[config.mk]
export PLATFORM = sky130hd
export DESIGN_NAME = c_subset_token_scanner_core
export DESIGN_NICKNAME = d
export VERILOG_FILES = /design/src/rtl/cts_pkg.sv /design/src/rtl/cts_lexer.sv /design/src/rtl/cts_token_fifo.sv /design/src/rtl/c_subset_token_scanner_core.sv
export SDC_FILE = /design/constraint.sdc
export NUM_CORES = 1
export LEC_CHECK = 0
export BUFFER_PORTS_ARGS = -buffer_cell sky130_fd_sc_hd__buf_2
export CORE_MARGIN = 10
export CORE_UTILIZATION = 26
export CTS_BUF_LIST = sky130_fd_sc_hd__clkbuf_4
export DETAILED_ROUTE_END_ITERATION = 10
export GPL_ROUTABILITY_DRIVEN = 0
export SYNTH_ARGS = -nofsm -noshare
export SYNTH_HDL_FRONTEND = slang
export SYNTH_SLANG_ARGS = --single-unit
export TNS_END_PERCENT = 1
[constraint.sdc]
create_clock -name i_clk -period 5.25 [get_ports i_clk]
set_clock_uncertainty 0.15 [all_clocks]
set_input_delay 0.7875 -clock i_clk [delete_from_list [all_inputs] [get_ports i_clk]]
set_output_delay 0.7875 -clock i_clk [all_outputs]
set_load 0.1 [all_outputs]
[src/rtl/cts_pkg.sv]
// Shared types, constants and character helpers for the C subset token scanner.
// Used by every module in this folder; depends on nothing else.
package cts_pkg;

    localparam int POS_WIDTH_DEF = 32;
    localparam int LEN_WIDTH_DEF = 16;

    // Token queue between the scan logic and the output port.
    localparam int FIFO_DEPTH = 4;
    localparam int FIFO_AW    = 2;
    localparam int FIFO_CW    = 3;

    localparam int NUM_KW     = 12;
    localparam int DATA_OUT_W = 56;

    // Token kinds.
    localparam logic [5:0] KIND_EOF     = 6'd0;
    localparam logic [5:0] KIND_IDENT   = 6'd1;
    localparam logic [5:0] KIND_NUMBER  = 6'd2;
    localparam logic [5:0] KIND_KW0     = 6'd3;
    localparam logic [5:0] KIND_LPAREN  = 6'd15;
    localparam logic [5:0] KIND_RPAREN  = 6'd16;
    localparam logic [5:0] KIND_LBRACE  = 6'd17;
    localparam logic [5:0] KIND_RBRACE  = 6'd18;
    localparam logic [5:0] KIND_SEMI    = 6'd19;
    localparam logic [5:0] KIND_COMMA   = 6'd20;
    localparam logic [5:0] KIND_PLUS    = 6'd21;
    localparam logic [5:0] KIND_MINUS   = 6'd22;
    localparam logic [5:0] KIND_STAR    = 6'd23;
    localparam logic [5:0] KIND_SLASH   = 6'd24;
    localparam logic [5:0] KIND_ASSIGN  = 6'd25;
    localparam logic [5:0] KIND_EQ      = 6'd26;
    localparam logic [5:0] KIND_NE      = 6'd27;
    localparam logic [5:0] KIND_LT      = 6'd28;
    localparam logic [5:0] KIND_LE      = 6'd29;
    localparam logic [5:0] KIND_GT      = 6'd30;
    localparam logic [5:0] KIND_GE      = 6'd31;
    localparam logic [5:0] KIND_UNKNOWN = 6'd32;

    // Characters with a role of their own.
    localparam logic [7:0] CH_NUL  = 8'h00;
    localparam logic [7:0] CH_EQ   = 8'h3D;
    localparam logic [7:0] CH_BANG = 8'h21;
    localparam logic [7:0] CH_LT   = 8'h3C;
    localparam logic [7:0] CH_GT   = 8'h3E;
    localparam logic [7:0] CH_US   = 8'h5F;

    // Keyword spelling, one row per keyword, padded with zero bytes.
    localparam logic [7:0] KW_TEXT [NUM_KW][8] = '{
        '{"i", "n", "t", 8'h0, 8'h0, 8'h0, 8'h0, 8'h0},
        '{"r", "e", "t", "u", "r", "n", 8'h0, 8'h0},
        '{"i", "f", 8'h0, 8'h0, 8'h0, 8'h0, 8'h0, 8'h0},
        '{"e", "l", "s", "e", 8'h0, 8'h0, 8'h0, 8'h0},
        '{"w", "h", "i", "l", "e", 8'h0, 8'h0, 8'h0},
        '{"f", "o", "r", 8'h0, 8'h0, 8'h0, 8'h0, 8'h0},
        '{"c", "o", "n", "t", "i", "n", "u", "e"},
        '{"b", "r", "e", "a", "k", 8'h0, 8'h0, 8'h0},
        '{"s", "w", "i", "t", "c", "h", 8'h0, 8'h0},
        '{"c", "a", "s", "e", 8'h0, 8'h0, 8'h0, 8'h0},
        '{"d", "e", "f", "a", "u", "l", "t", 8'h0},
        '{"s", "t", "r", "u", "c", "t", 8'h0, 8'h0}
    };
    localparam logic [3:0] KW_SIZE [NUM_KW] = '{
        4'd3, 4'd6, 4'd2, 4'd4, 4'd5, 4'd3, 4'd8, 4'd5, 4'd6, 4'd4, 4'd7, 4'd6
    };

    typedef struct packed {
        logic [5:0]  kind;
        logic [31:0] start;
        logic [15:0] length;
        logic        last;
    } t_token;

    // Tokens produced by one accepted word, oldest in tok0.
    typedef struct packed {
        logic [1:0] cnt;
        t_token     tok0;
        t_token     tok1;
    } t_push;

    function automatic logic is_letter(input logic [7:0] c);
        return (c >= "a" && c <= "z") || (c >= "A" && c <= "Z") || c == CH_US;
    endfunction

    function automatic logic is_digit(input logic [7:0] c);
        return c >= "0" && c <= "9";
    endfunction

    function automatic logic is_blank(input logic [7:0] c);
        return c == " " || (c >= 8'd9 && c <= 8'd13);
    endfunction

    function automatic logic [5:0] single_kind(input logic [7:0] c);
        logic [5:0] k;
        unique case (c)
            "(":     k = KIND_LPAREN;
            ")":     k = KIND_RPAREN;
            "{":     k = KIND_LBRACE;
            "}":     k = KIND_RBRACE;
            ";":     k = KIND_SEMI;
            ",":     k = KIND_COMMA;
            "+":     k = KIND_PLUS;
            "-":     k = KIND_MINUS;
            "*":     k = KIND_STAR;
            "/":     k = KIND_SLASH;
            default: k = KIND_UNKNOWN;
        endcase
        return k;
    endfunction

    // Keeps the keywords that still match when character c sits at index idx.
    function automatic logic [NUM_KW-1:0] kw_filter(input logic [NUM_KW-1:0] mask,
                                                    input logic idx_ok,
                                                    input logic [2:0] idx,
                                                    input logic [7:0] c);
        logic [NUM_KW-1:0] r;
        r = '0;
        for (int k = 0; k < NUM_KW; k++) begin
            if (mask[k] && idx_ok && ({1'b0, idx} < KW_SIZE[k]) && KW_TEXT[k][idx] == c) begin
                r[k] = 1'b1;
            end
        end
        return r;
    endfunction

endpackage

[src/rtl/cts_lexer.sv]
// Scan state and per-word token logic of the C subset token scanner.
// Depends on cts_pkg for character classes, keyword tables and token types.
module cts_lexer #(
    parameter int POS_WIDTH = cts_pkg::POS_WIDTH_DEF,
    parameter int LEN_WIDTH = cts_pkg::LEN_WIDTH_DEF
) (
    input  logic           i_clk,
    input  logic           i_rst_n,
    input  logic           i_valid,
    input  logic [7:0]     i_byte,
    output cts_pkg::t_push o_push
);

    localparam logic [2:0] M_IDLE   = 3'd0;
    localparam logic [2:0] M_IDENT  = 3'd1;
    localparam logic [2:0] M_NUMBER = 3'd2;
    localparam logic [2:0] M_EQ     = 3'd3;
    localparam logic [2:0] M_BANG   = 3'd4;
    localparam logic [2:0] M_LT     = 3'd5;
    localparam logic [2:0] M_GT     = 3'd6;

    logic [2:0]                   r_mode,   n_mode;
    logic [POS_WIDTH-1:0]         r_pos,    n_pos;
    logic [POS_WIDTH-1:0]         r_pstart, n_pstart;
    logic [LEN_WIDTH-1:0]         r_plen,   n_plen;
    logic [cts_pkg::NUM_KW-1:0]   r_kw,     n_kw;

    cts_pkg::t_token tok_a, tok_b;
    logic            a_v, b_v, consumed;
    logic            is_l, is_d;
    logic [5:0]      kind_id;
    logic [LEN_WIDTH-1:0] plen_inc;

    always_comb begin
        is_l     = cts_pkg::is_letter(i_byte);
        is_d     = cts_pkg::is_digit(i_byte);
        plen_inc = (r_plen == '1) ? r_plen : r_plen + LEN_WIDTH'(1);

        // The first surviving keyword of matching length names the identifier.
        kind_id = cts_pkg::KIND_IDENT;
        for (int k = cts_pkg::NUM_KW - 1; k >= 0; k--) begin
            if (r_kw[k] && r_plen == LEN_WIDTH'(cts_pkg::KW_SIZE[k])) begin
                kind_id = cts_pkg::KIND_KW0 + 6'(k);
            end
        end

        n_mode   = r_mode;
        n_pstart = r_pstart;
        n_plen   = r_plen;
        n_kw     = r_kw;
        n_pos    = (i_byte == cts_pkg::CH_NUL) ? '0 : r_pos + POS_WIDTH'(1);
        a_v      = 1'b0;
        b_v      = 1'b0;
        consumed = 1'b0;
        tok_a    = '0;
        tok_b    = '0;

        // Close or extend the pending token.
        unique case (r_mode)
            M_IDENT: begin
                if (is_l || is_d) begin
                    n_kw     = cts_pkg::kw_filter(r_kw, r_plen < LEN_WIDTH'(8), r_plen[2:0],
                                                  i_byte);
                    n_plen   = plen_inc;
                    consumed = 1'b1;
                end else begin
                    a_v          = 1'b1;
                    tok_a.kind   = kind_id;
                    tok_a.start  = 32'(r_pstart);
                    tok_a.length = 16'(r_plen);
                end
            end
            M_NUMBER: begin
                if (is_d) begin
                    n_plen   = plen_inc;
                    consumed = 1'b1;
                end else begin
                    a_v          = 1'b1;
                    tok_a.kind   = cts_pkg::KIND_NUMBER;
                    tok_a.start  = 32'(r_pstart);
                    tok_a.length = 16'(r_plen);
                end
            end
            M_EQ, M_BANG, M_LT, M_GT: begin
                a_v         = 1'b1;
                tok_a.start = 32'(r_pstart);
                if (i_byte == cts_pkg::CH_EQ) begin
                    consumed     = 1'b1;
                    n_mode       = M_IDLE;
                    n_kw         = '1;
                    tok_a.length = 16'd2;
                    unique case (r_mode)
                        M_EQ:    tok_a.kind = cts_pkg::KIND_EQ;
                        M_BANG:  tok_a.kind = cts_pkg::KIND_NE;
                        M_LT:    tok_a.kind = cts_pkg::KIND_LE;
                        default: tok_a.kind = cts_pkg::KIND_GE;
                    endcase
                end else begin
                    tok_a.length = 16'd1;
                    unique case (r_mode)
                        M_EQ:    tok_a.kind = cts_pkg::KIND_ASSIGN;
                        M_BANG:  tok_a.kind = cts_pkg::KIND_UNKNOWN;
                        M_LT:    tok_a.kind = cts_pkg::KIND_LT;
                        default: tok_a.kind = cts_pkg::KIND_GT;
                    endcase
                end
            end
            default: ;
        endcase

        // A word that did not extend the pending token is lexed on its own.
        if (!consumed) begin
            n_mode = M_IDLE;
            n_kw   = '1;
            priority if (i_byte == cts_pkg::CH_NUL) begin
                b_v          = 1'b1;
                tok_b.kind   = cts_pkg::KIND_EOF;
                tok_b.start  = 32'(r_pos);
                tok_b.length = 16'd0;
            end else if (cts_pkg::is_blank(i_byte)) begin
                n_mode = M_IDLE;
            end else if (is_l) begin
                n_mode   = M_IDENT;
                n_pstart = r_pos;
                n_plen   = LEN_WIDTH'(1);
                n_kw     = cts_pkg::kw_filter('1, 1'b1, 3'd0, i_byte);
            end else if (is_d) begin
                n_mode   = M_NUMBER;
                n_pstart = r_pos;
                n_plen   = LEN_WIDTH'(1);
            end else if (i_byte == cts_pkg::CH_EQ || i_byte == cts_pkg::CH_BANG ||
                         i_byte == cts_pkg::CH_LT || i_byte == cts_pkg::CH_GT) begin
                n_mode   = (i_byte == cts_pkg::CH_EQ)   ? M_EQ   :
                           (i_byte == cts_pkg::CH_BANG) ? M_BANG :
                           (i_byte == cts_pkg::CH_LT)   ? M_LT   : M_GT;
                n_pstart = r_pos;
                n_plen   = LEN_WIDTH'(1);
            end else begin
                b_v          = 1'b1;
                tok_b.kind   = cts_pkg::single_kind(i_byte);
                tok_b.start  = 32'(r_pos);
                tok_b.length = 16'd1;
            end
        end

        tok_a.last = !b_v;
        tok_b.last = 1'b1;

        o_push.cnt  = i_valid ? ({1'b0, a_v} + {1'b0, b_v}) : 2'd0;
        o_push.tok0 = a_v ? tok_a : tok_b;
        o_push.tok1 = tok_b;
    end

    always_ff @(posedge i_clk) begin
        if (!i_rst_n) begin
            r_mode   <= M_IDLE;
            r_pos    <= '0;
            r_pstart <= '0;
            r_plen   <= '0;
            r_kw     <= '1;
        end else if (i_valid) begin
            r_mode   <= n_mode;
            r_pos    <= n_pos;
            r_pstart <= n_pstart;
            r_plen   <= n_plen;
            r_kw     <= n_kw;
        end
    end

endmodule

[src/rtl/cts_token_fifo.sv]
// Small token queue that takes up to two tokens and gives one per cycle while the receiver is ready.
// Depends on cts_pkg for the token types and the queue depth.
module cts_token_fifo (
    input  logic            i_clk,
    input  logic            i_rst_n,
    input  cts_pkg::t_push  i_push,
    output logic            o_room,
    output logic            o_valid,
    input  logic            i_ready,
    output cts_pkg::t_token o_token
);

    cts_pkg::t_token r_mem [cts_pkg::FIFO_DEPTH];

    logic [cts_pkg::FIFO_AW-1:0] r_wp, n_wp;
    logic [cts_pkg::FIFO_AW-1:0] r_rp, n_rp;
    logic [cts_pkg::FIFO_CW-1:0] r_cnt, n_cnt;
    logic                        pop;

    always_comb begin
        pop     = o_valid && i_ready;
        n_wp    = r_wp + cts_pkg::FIFO_AW'(i_push.cnt);
        n_rp    = r_rp + cts_pkg::FIFO_AW'(pop);
        n_cnt   = r_cnt + cts_pkg::FIFO_CW'(i_push.cnt) - cts_pkg::FIFO_CW'(pop);
        // Room for the worst case of two tokens from the next word.
        o_room  = r_cnt <= cts_pkg::FIFO_CW'(cts_pkg::FIFO_DEPTH - 2);
        o_valid = r_cnt != '0;
        o_token = r_mem[r_rp];
    end

    always_ff @(posedge i_clk) begin
        if (i_push.cnt != 2'd0) begin
            r_mem[r_wp] <= i_push.tok0;
        end
        if (i_push.cnt == 2'd2) begin
            r_mem[r_wp + cts_pkg::FIFO_AW'(1)] <= i_push.tok1;
        end
    end

    always_ff @(posedge i_clk) begin
        if (!i_rst_n) begin
            r_wp  <= '0;
            r_rp  <= '0;
            r_cnt <= '0;
        end else begin
            r_wp  <= n_wp;
            r_rp  <= n_rp;
            r_cnt <= n_cnt;
        end
    end

endmodule

[src/rtl/c_subset_token_scanner_core.sv]
// A token is written into the registered token queue by the word that completes it.
// Throughput: one word per cycle; a word can give two tokens, so the input stalls
// only when the four-entry token queue lacks room for two more.
// Reset (synchronous, active low) clears the scan state, the position and the queue.
// Top level of the C subset token scanner; depends on cts_pkg, cts_lexer and
// cts_token_fifo.
module c_subset_token_scanner_core #(
    parameter int POS_WIDTH = cts_pkg::POS_WIDTH_DEF,
    parameter int LEN_WIDTH = cts_pkg::LEN_WIDTH_DEF
) (
    input  logic        i_clk,
    input  logic        i_rst_n,
    input  logic        i_s_axis_tvalid,
    output logic        o_s_axis_tready,
    input  logic [7:0]  i_s_axis_tdata,   // [7:0] char_byte
    output logic        o_m_axis_tvalid,
    input  logic        i_m_axis_tready,
    output logic [55:0] o_m_axis_tdata,   // [5:0] token_kind, [37:6] token_start,
                                          // [53:38] token_length, [55:54] zero
    output logic        o_m_axis_tlast    // last_of_run
);

    cts_pkg::t_push  push;
    cts_pkg::t_token head;
    logic            room;

    cts_lexer #(
        .POS_WIDTH (POS_WIDTH),
        .LEN_WIDTH (LEN_WIDTH)
    ) u_lexer (
        .i_clk   (i_clk),
        .i_rst_n (i_rst_n),
        .i_valid (i_s_axis_tvalid && room),
        .i_byte  (i_s_axis_tdata),
        .o_push  (push)
    );

    cts_token_fifo u_fifo (
        .i_clk   (i_clk),
        .i_rst_n (i_rst_n),
        .i_push  (push),
        .o_room  (room),
        .o_valid (o_m_axis_tvalid),
        .i_ready (i_m_axis_tready),
        .o_token (head)
    );

    assign o_s_axis_tready = room;
    assign o_m_axis_tdata  = {2'b00, head.length, head.start, head.kind};
    assign o_m_axis_tlast  = head.last;

endmodule

==> results_dict.tcl, run 1 <==
set metrics [dict create \
    synth_cell_types 82 \
    synthTopCellsByArea "edfxtp_1 28%, dfxtp_1 20%, a32o_1 7.7%" \
    cts_setup_buffers 0 \
    synth_fa_ha_area_share_pct 1.40 \
    cpPeakStageDelay_ps 930 \
    critPathTopFamily "buffers and inverters" \
    synth.avg_cell_area_um2 10.6 \
    fill_cells 6493 \
    synth_edf_count 156 \
    fin_crit_ps 4060 \
    vias_per_cell 5.45 \
    cts_tree "built" \
    ys_warn_count 0 \
    required_ps 4310 \
    syn_to_final_growth_pct 12.7 \
    hold_slack_ps 283 \
    nNetsFinal 1621 \
    die_h_um 273 \
    leakage_uw 0.00623 \
    synth_commonest_cells "166 x dfxtp_1, 156 x edfxtp_1, 140 x nor2_1" \
    clk_latency_ps 790 \
    synthSimpleGateAreaFrac_pct 13.2 \
    drc 0 \
    synth_top_family_by_area "compound AO/OA/AOI/OAI gates" \
    r2r_slack_ps 1420 \
    port_buffers 68 \
    start_util_pct 26.3 \
    maxCapViolCount 0 \
    ant_nets 0 \
    cts-root-buf "clkbuf_4" \
    crit_arrival_ps 3120 \
    wl_mm 50.7 \
    cellPowerDensity_mw_per_mm2 410 \
    antenna_found_initial 9 \
    grt_pass1_vias 13400 \
    finalSetupViolations 0 \
    yosys_register_bits 322 \
    synth_top_area_share_pct 28.2 \
    yosys_most_used_dff "dfxtp_1" \
    max_freq_ghz 0.247 \
    worstSetupPathType "flop to output pin" \
    post_cts_resized 0 \
    synth_compound_area_share_pct 21.3 \
    wl_per_cell_um 20.3 \
    place_area_mm2 0.0177 \
    rsz0062_at_grt "no" \
    cts.clk_slew.worst_paths_ps 80 \
    slowest_stage "dfxtp_2" \
    synth.most_common_cell "dfxtp_1" \
    overflow 0 \
    cts_max_level 3 \
    ir_drop_mv 0.282 \
    worstPathCellList "buf_4, mux4_2, buf_2" \
    path_max_fanout 29 \
    yosys.area_share.xor_xnor_pct 3.32 \
    vias 13600 \
    stdcell_area_mm2 0.0187 \
    setup_tns_ps 0 \
    final-hold-violation-count 0 \
    grt_max_degree 75 \
    syn_inst 1571 \
    worst_setup_path_end_kind "output pin" \
    post-route-period-util_pct 77.3 \
    cp-start-kind "flop" \
    path_buf_inv 2 \
    die_x_um 273 \
    grt_pass1_wl_mm 78.5 \
    worstMarginPinSlew_ps 1310 \
    ys_seq_area_share_pct 48.2 \
    hold_class "input port to flop" \
    slew_viol_final 0 \
    dp_hpwl_mm 31.5 \
    first_pass_iters 6 \
    status "complete, no violations" \
    num_rows 92 \
    drive_gt1_share_pct 21.3 \
    cts_buffer_depth 3 \
    syn_area_mm2 0.0166 \
    cts.sinks 322 \
    io_pins 71 \
    dieArea_mm2 0.0744 \
    yosys.area.top_type "edfxtp_1" \
    grtUsageTotal_pct 13.2 \
    slew_headroom_pct 12.7 \
    drt_iter0_drc 1250 \
    cts_hold_buf 0 \
    core_area_mm2 0.0632 \
    async_flop_share_pct 0 \
    synth_mux_area_share_pct 7.77 \
    cts_inserted_buffers 76 \
]
final timing paths:
path                                          from  cells after the start                  end
worst max register to register   u_lexer.r_mode[0]                     11  u_fifo.r_mem[3][35]
worst max-delay path                u_fifo.r_rp[1]                      3       o_m_axis_tlast
worst min-delay path               i_s_axis_tvalid                      4     u_lexer.r_pos[4]
worst min register to register  u_fifo.r_mem[1][2]                      2   u_fifo.r_mem[1][2]
per-layer routing:
layer / track usage (%) / vias to the layer above / wire [µm]
met4: 4.94 / 8 / 908
met2: 21.5 / 641 / 24400
met1: 17.0 / 6752 / 21600
li1: - / 6142 / -
met3: 2.61 / 66 / 3780
met5: 0 / - / 55
placed cells by master (no fill, tap or decap), drive strengths merged, types with 18 or more instances in the layout:
cell type and n:
o22ai 25, a32o 128, buf 111, o21ai 69, nor3 31, a21oi 49
xor2 30, inv 27, and2 18, mux4 55, edfxtp 156, nor2 141
nand2 127, xnor2 33, dfxtp 166, a22o 61, a31o 31, nand3 44
clkbuf 120
cells by family after synthesis:
family / count (synthesis)
buf+inv: 198
fa+ha+maj: 18
compound gates: 449
flops: 322
other cells: 1
xor+xnor: 63
simple gates: 460
mux: 60
stage by stage:
step | cells | util (%) | setup slack, ps | total power, µW
final | 2499 | 29.6 | 1190 | 7670
after global routing | 2499 | 29.6 | 1010 | 8000
after CTS | 2496 | 29.6 | 1090 | 7760
after detailed placement | 2359 | 28.1 | 524 | 5700
after global placement | 2359 | 28.1 | 622 | 5680
after floorplan | 1572 | - | 138 | 5070
registers in the layout (all words and copies together) (netlist names):
name and count:
u_fifo.r_mem 220, u_lexer.r_pos 32, u_lexer.r_pstart 32, u_lexer.r_plen 16, u_lexer.r_kw 12, u_fifo.r_cnt 3
u_lexer.r_mode 3, u_fifo.r_rp 2, u_fifo.r_wp 2
worst min-delay path: stages:
cell	delay, ps
buf_2	140
nand4_1	120
xnor2_1	80
nor2_1	70
area by class of cell:
class | instances | area, µm² | area share, %
Multi-Input combinational cell | 1052 | 7850 | 41.9
Timing Repair Buffer | 111 | 713 | 3.81
Clock inverter | 17 | 78.8 | 0.421
Tap cell | 846 | 1060 | 5.65
Clock buffer | 120 | 901 | 4.81
Antenna cell | 3 | 7.51 | 0.0401
Inverter | 28 | 105 | 0.561
Sequential cell | 322 | 8010 | 42.8
power by group:
group | switching (µW) | total, µW | internal, µW | leakage (µW)
Clock | 1010 | 2050 | 1040 | 0.000591
Combinational | 2020 | 2610 | 594 | 0.00283
Sequential | 191 | 3010 | 2820 | 0.00281
Power figures use the tool's default switching activity.
==> run 2: changes to the inputs <==
Clock period 5.25 ns to 4.23 ns, I/O delays scaled along.
==> run 2 against run 1 <==
Compared with the run above: utilization rose by 0.50 points; non-clock buffer count rose by 24; critical path depth up 8; sequential power grew 20%; highest routed layer unchanged; hold slack got worse by 110 ps.
==> results_dict.tcl, run 2 (same netlist as run 1, synthesis figures left out) <==
set metrics [dict create \
    io_pins 71 \
    worst_setup_path_end_kind "flop" \
    syn_to_final_growth_pct 14.6 \
    cts_buffer_depth 3 \
    core_area_mm2 0.0632 \
    post-route-period-util_pct 84.1 \
    overflow 0 \
    worstMarginPinSlew_ps 1090 \
    finalSetupViolations 0 \
    grt_max_degree 102 \
    max_freq_ghz 0.281 \
    cts.clk_slew.worst_paths_ps 70 \
    die_h_um 273 \
    clk_latency_ps 760 \
    cpPeakStageDelay_ps 590 \
    vias_per_cell 5.36 \
    start_util_pct 26.3 \
    post_cts_resized 0 \
    drive_gt1_share_pct 22.9 \
    cts_max_level 3 \
    grt_pass1_vias 13500 \
    worstHoldStart "i_s_axis_tvalid" \
    cellPowerDensity_mw_per_mm2 505 \
    ant_nets 0 \
    p_total_uw 9620 \
    path_max_fanout 32 \
    final-hold-violation-count 0 \
    layout_commonest_cell "dfxtp_1" \
    cts_hold_buf 0 \
    crit_arrival_ps 4020 \
    cp-start-kind "flop" \
    cts_setup_buffers 0 \
    maxCapViolCount 0 \
    dp_hpwl_mm 31.9 \
    cp_common_cell "nand3_1" \
    top_layer "met5" \
    slew_viol_final 0 \
    first_pass_iters 6 \
    hold-path-endpoint "u_lexer.r_pos[4]" \
    fin_crit_ps 3560 \
    antenna_found_initial 11 \
    hold_class "input port to flop" \
    final_cell_mix "164 x dfxtp_1, 156 x edfxtp_1, 135 x nor2_1" \
    cts_inserted_buffers 76 \
    drc 0 \
    timing.rr.end "u_fifo.r_mem[0][43]" \
    grtUsageTotal_pct 13.2 \
    cts-root-buf "clkbuf_4" \
    port_buffers 68 \
    drt_iter0_drc 1276 \
    hold-path-cell-count 4 \
    wl_mm 50.3 \
    leakage_uw 0.00637 \
    num_rows 92 \
    cts.sinks 322 \
    die_x_um 273 \
    cts_tree "built" \
    worstSetupPathType "flop to flop" \
    slew_headroom_pct 27.3 \
    regMostFlops "u_fifo.r_mem" \
    nNetsFinal 1645 \
    grt_pass1_wl_mm 79.0 \
    largest_register_ffs 220 \
    largest_registers "u_fifo.r_mem (220), u_lexer.r_pos (32), u_lexer.r_pstart (32)" \
    met3WireLength_mm 3.99 \
    required_ps 4690 \
    vias 13600 \
    route.met2.wl_mm 23.7 \
    ir_drop_mv 0.297 \
    r2r_slack_ps 670 \
    slowest_stage "dfxtp_1" \
    wl_per_cell_um 19.9 \
    wl_met1_mm 21.6 \
    rsz0062_at_grt "no" \
    reg2reg_depth 11 \
    dieArea_mm2 0.0744 \
    fin_util_pct 30.1 \
    r2r-start "u_lexer.r_mode[1]" \
    status "complete, no violations" \
    worstPathCellList "o21ai_0, a21oi_1, o21ai_1, inv_2, ha_1, nand3_1, nor2_1, nand3_1, o21ai_2, buf_4, a32o_1" \
]
## run 2: cell types whose count changed in the layout (fill, tap and decap cells not counted), sizes merged
cell | previous run | this run
inv | 27 | 26
diode | 3 | 7
clkinvlp | 1 | 6
bufinv | 0 | 1
buf | 111 | 135
clkinv | 17 | 16
## run 2: layout make-up
type	count	area (µm²)
flip-flops and latches	322	8010
clock inverters	21	121
inverters	28	120
well taps	846	1060
fillers	6439	44200
multi-input cells	1052	7870
diodes	7	17.5
clock buffers	120	901
repair buffers	135	943
## run 2: worst max path at each step
stage	start	to	slack [ps]	cells past startpoint
global placement	i_s_axis_tdata[0]	u_fifo.r_mem[0][48]	80	13
global route	u_lexer.r_mode[1]	u_fifo.r_mem[1][20]	400	11
detailed placement	i_s_axis_tdata[0]	u_fifo.r_mem[0][17]	10	13
finish	u_lexer.r_mode[1]	u_fifo.r_mem[0][43]	670	11
floorplan	i_s_axis_tdata[2]	u_fifo.r_mem[3][17]	-30	12
CTS	u_fifo.r_rp[1]	o_m_axis_tlast	610	3
## run 2: through the flow
stage | instance area (µm²) | TNS, ps | hold WS, ps | worst slack (ps) | std cells
detailed placement | 18000 | 0 | 297 | 13.0 | 2383
CTS | 19000 | 0 | 130 | 612 | 2524
floorplan | 16700 | -1340 | 270 | -29.9 | 1572
finish | 19000 | 0 | 170 | 672 | 2531
global route | 19000 | 0 | 200 | 402 | 2531
global placement | 18000 | 0 | 278 | 85.0 | 2383
## run 2: layer usage
metal / up-vias / track usage (%)
met1: 6764 / 17.1
met2: 550 / 21.6
met5: - / 0
li1: 6179 / -
met3: 75 / 3.00
met4: 6 / 4.17
## run 2: report_power, final
group	internal, µW	switching, µW	total [µW]	leakage [µW]
clock	1360	1240	2600	0.000607
combinational	774	2620	3400	0.00295
sequential	3500	126	3620	0.00281
total	5630	3990	9620	0.00637
## run 2: worst max-delay path, delay by kind of cell (launching register included)
family | cells | cell delay (ps)
AOI/OAI and AO/OA | 5 | 1000
adders and majority gates | 1 | 270
buffers and inverters | 2 | 680
DFF | 1 | 590
and+or+nand+nor | 3 | 730
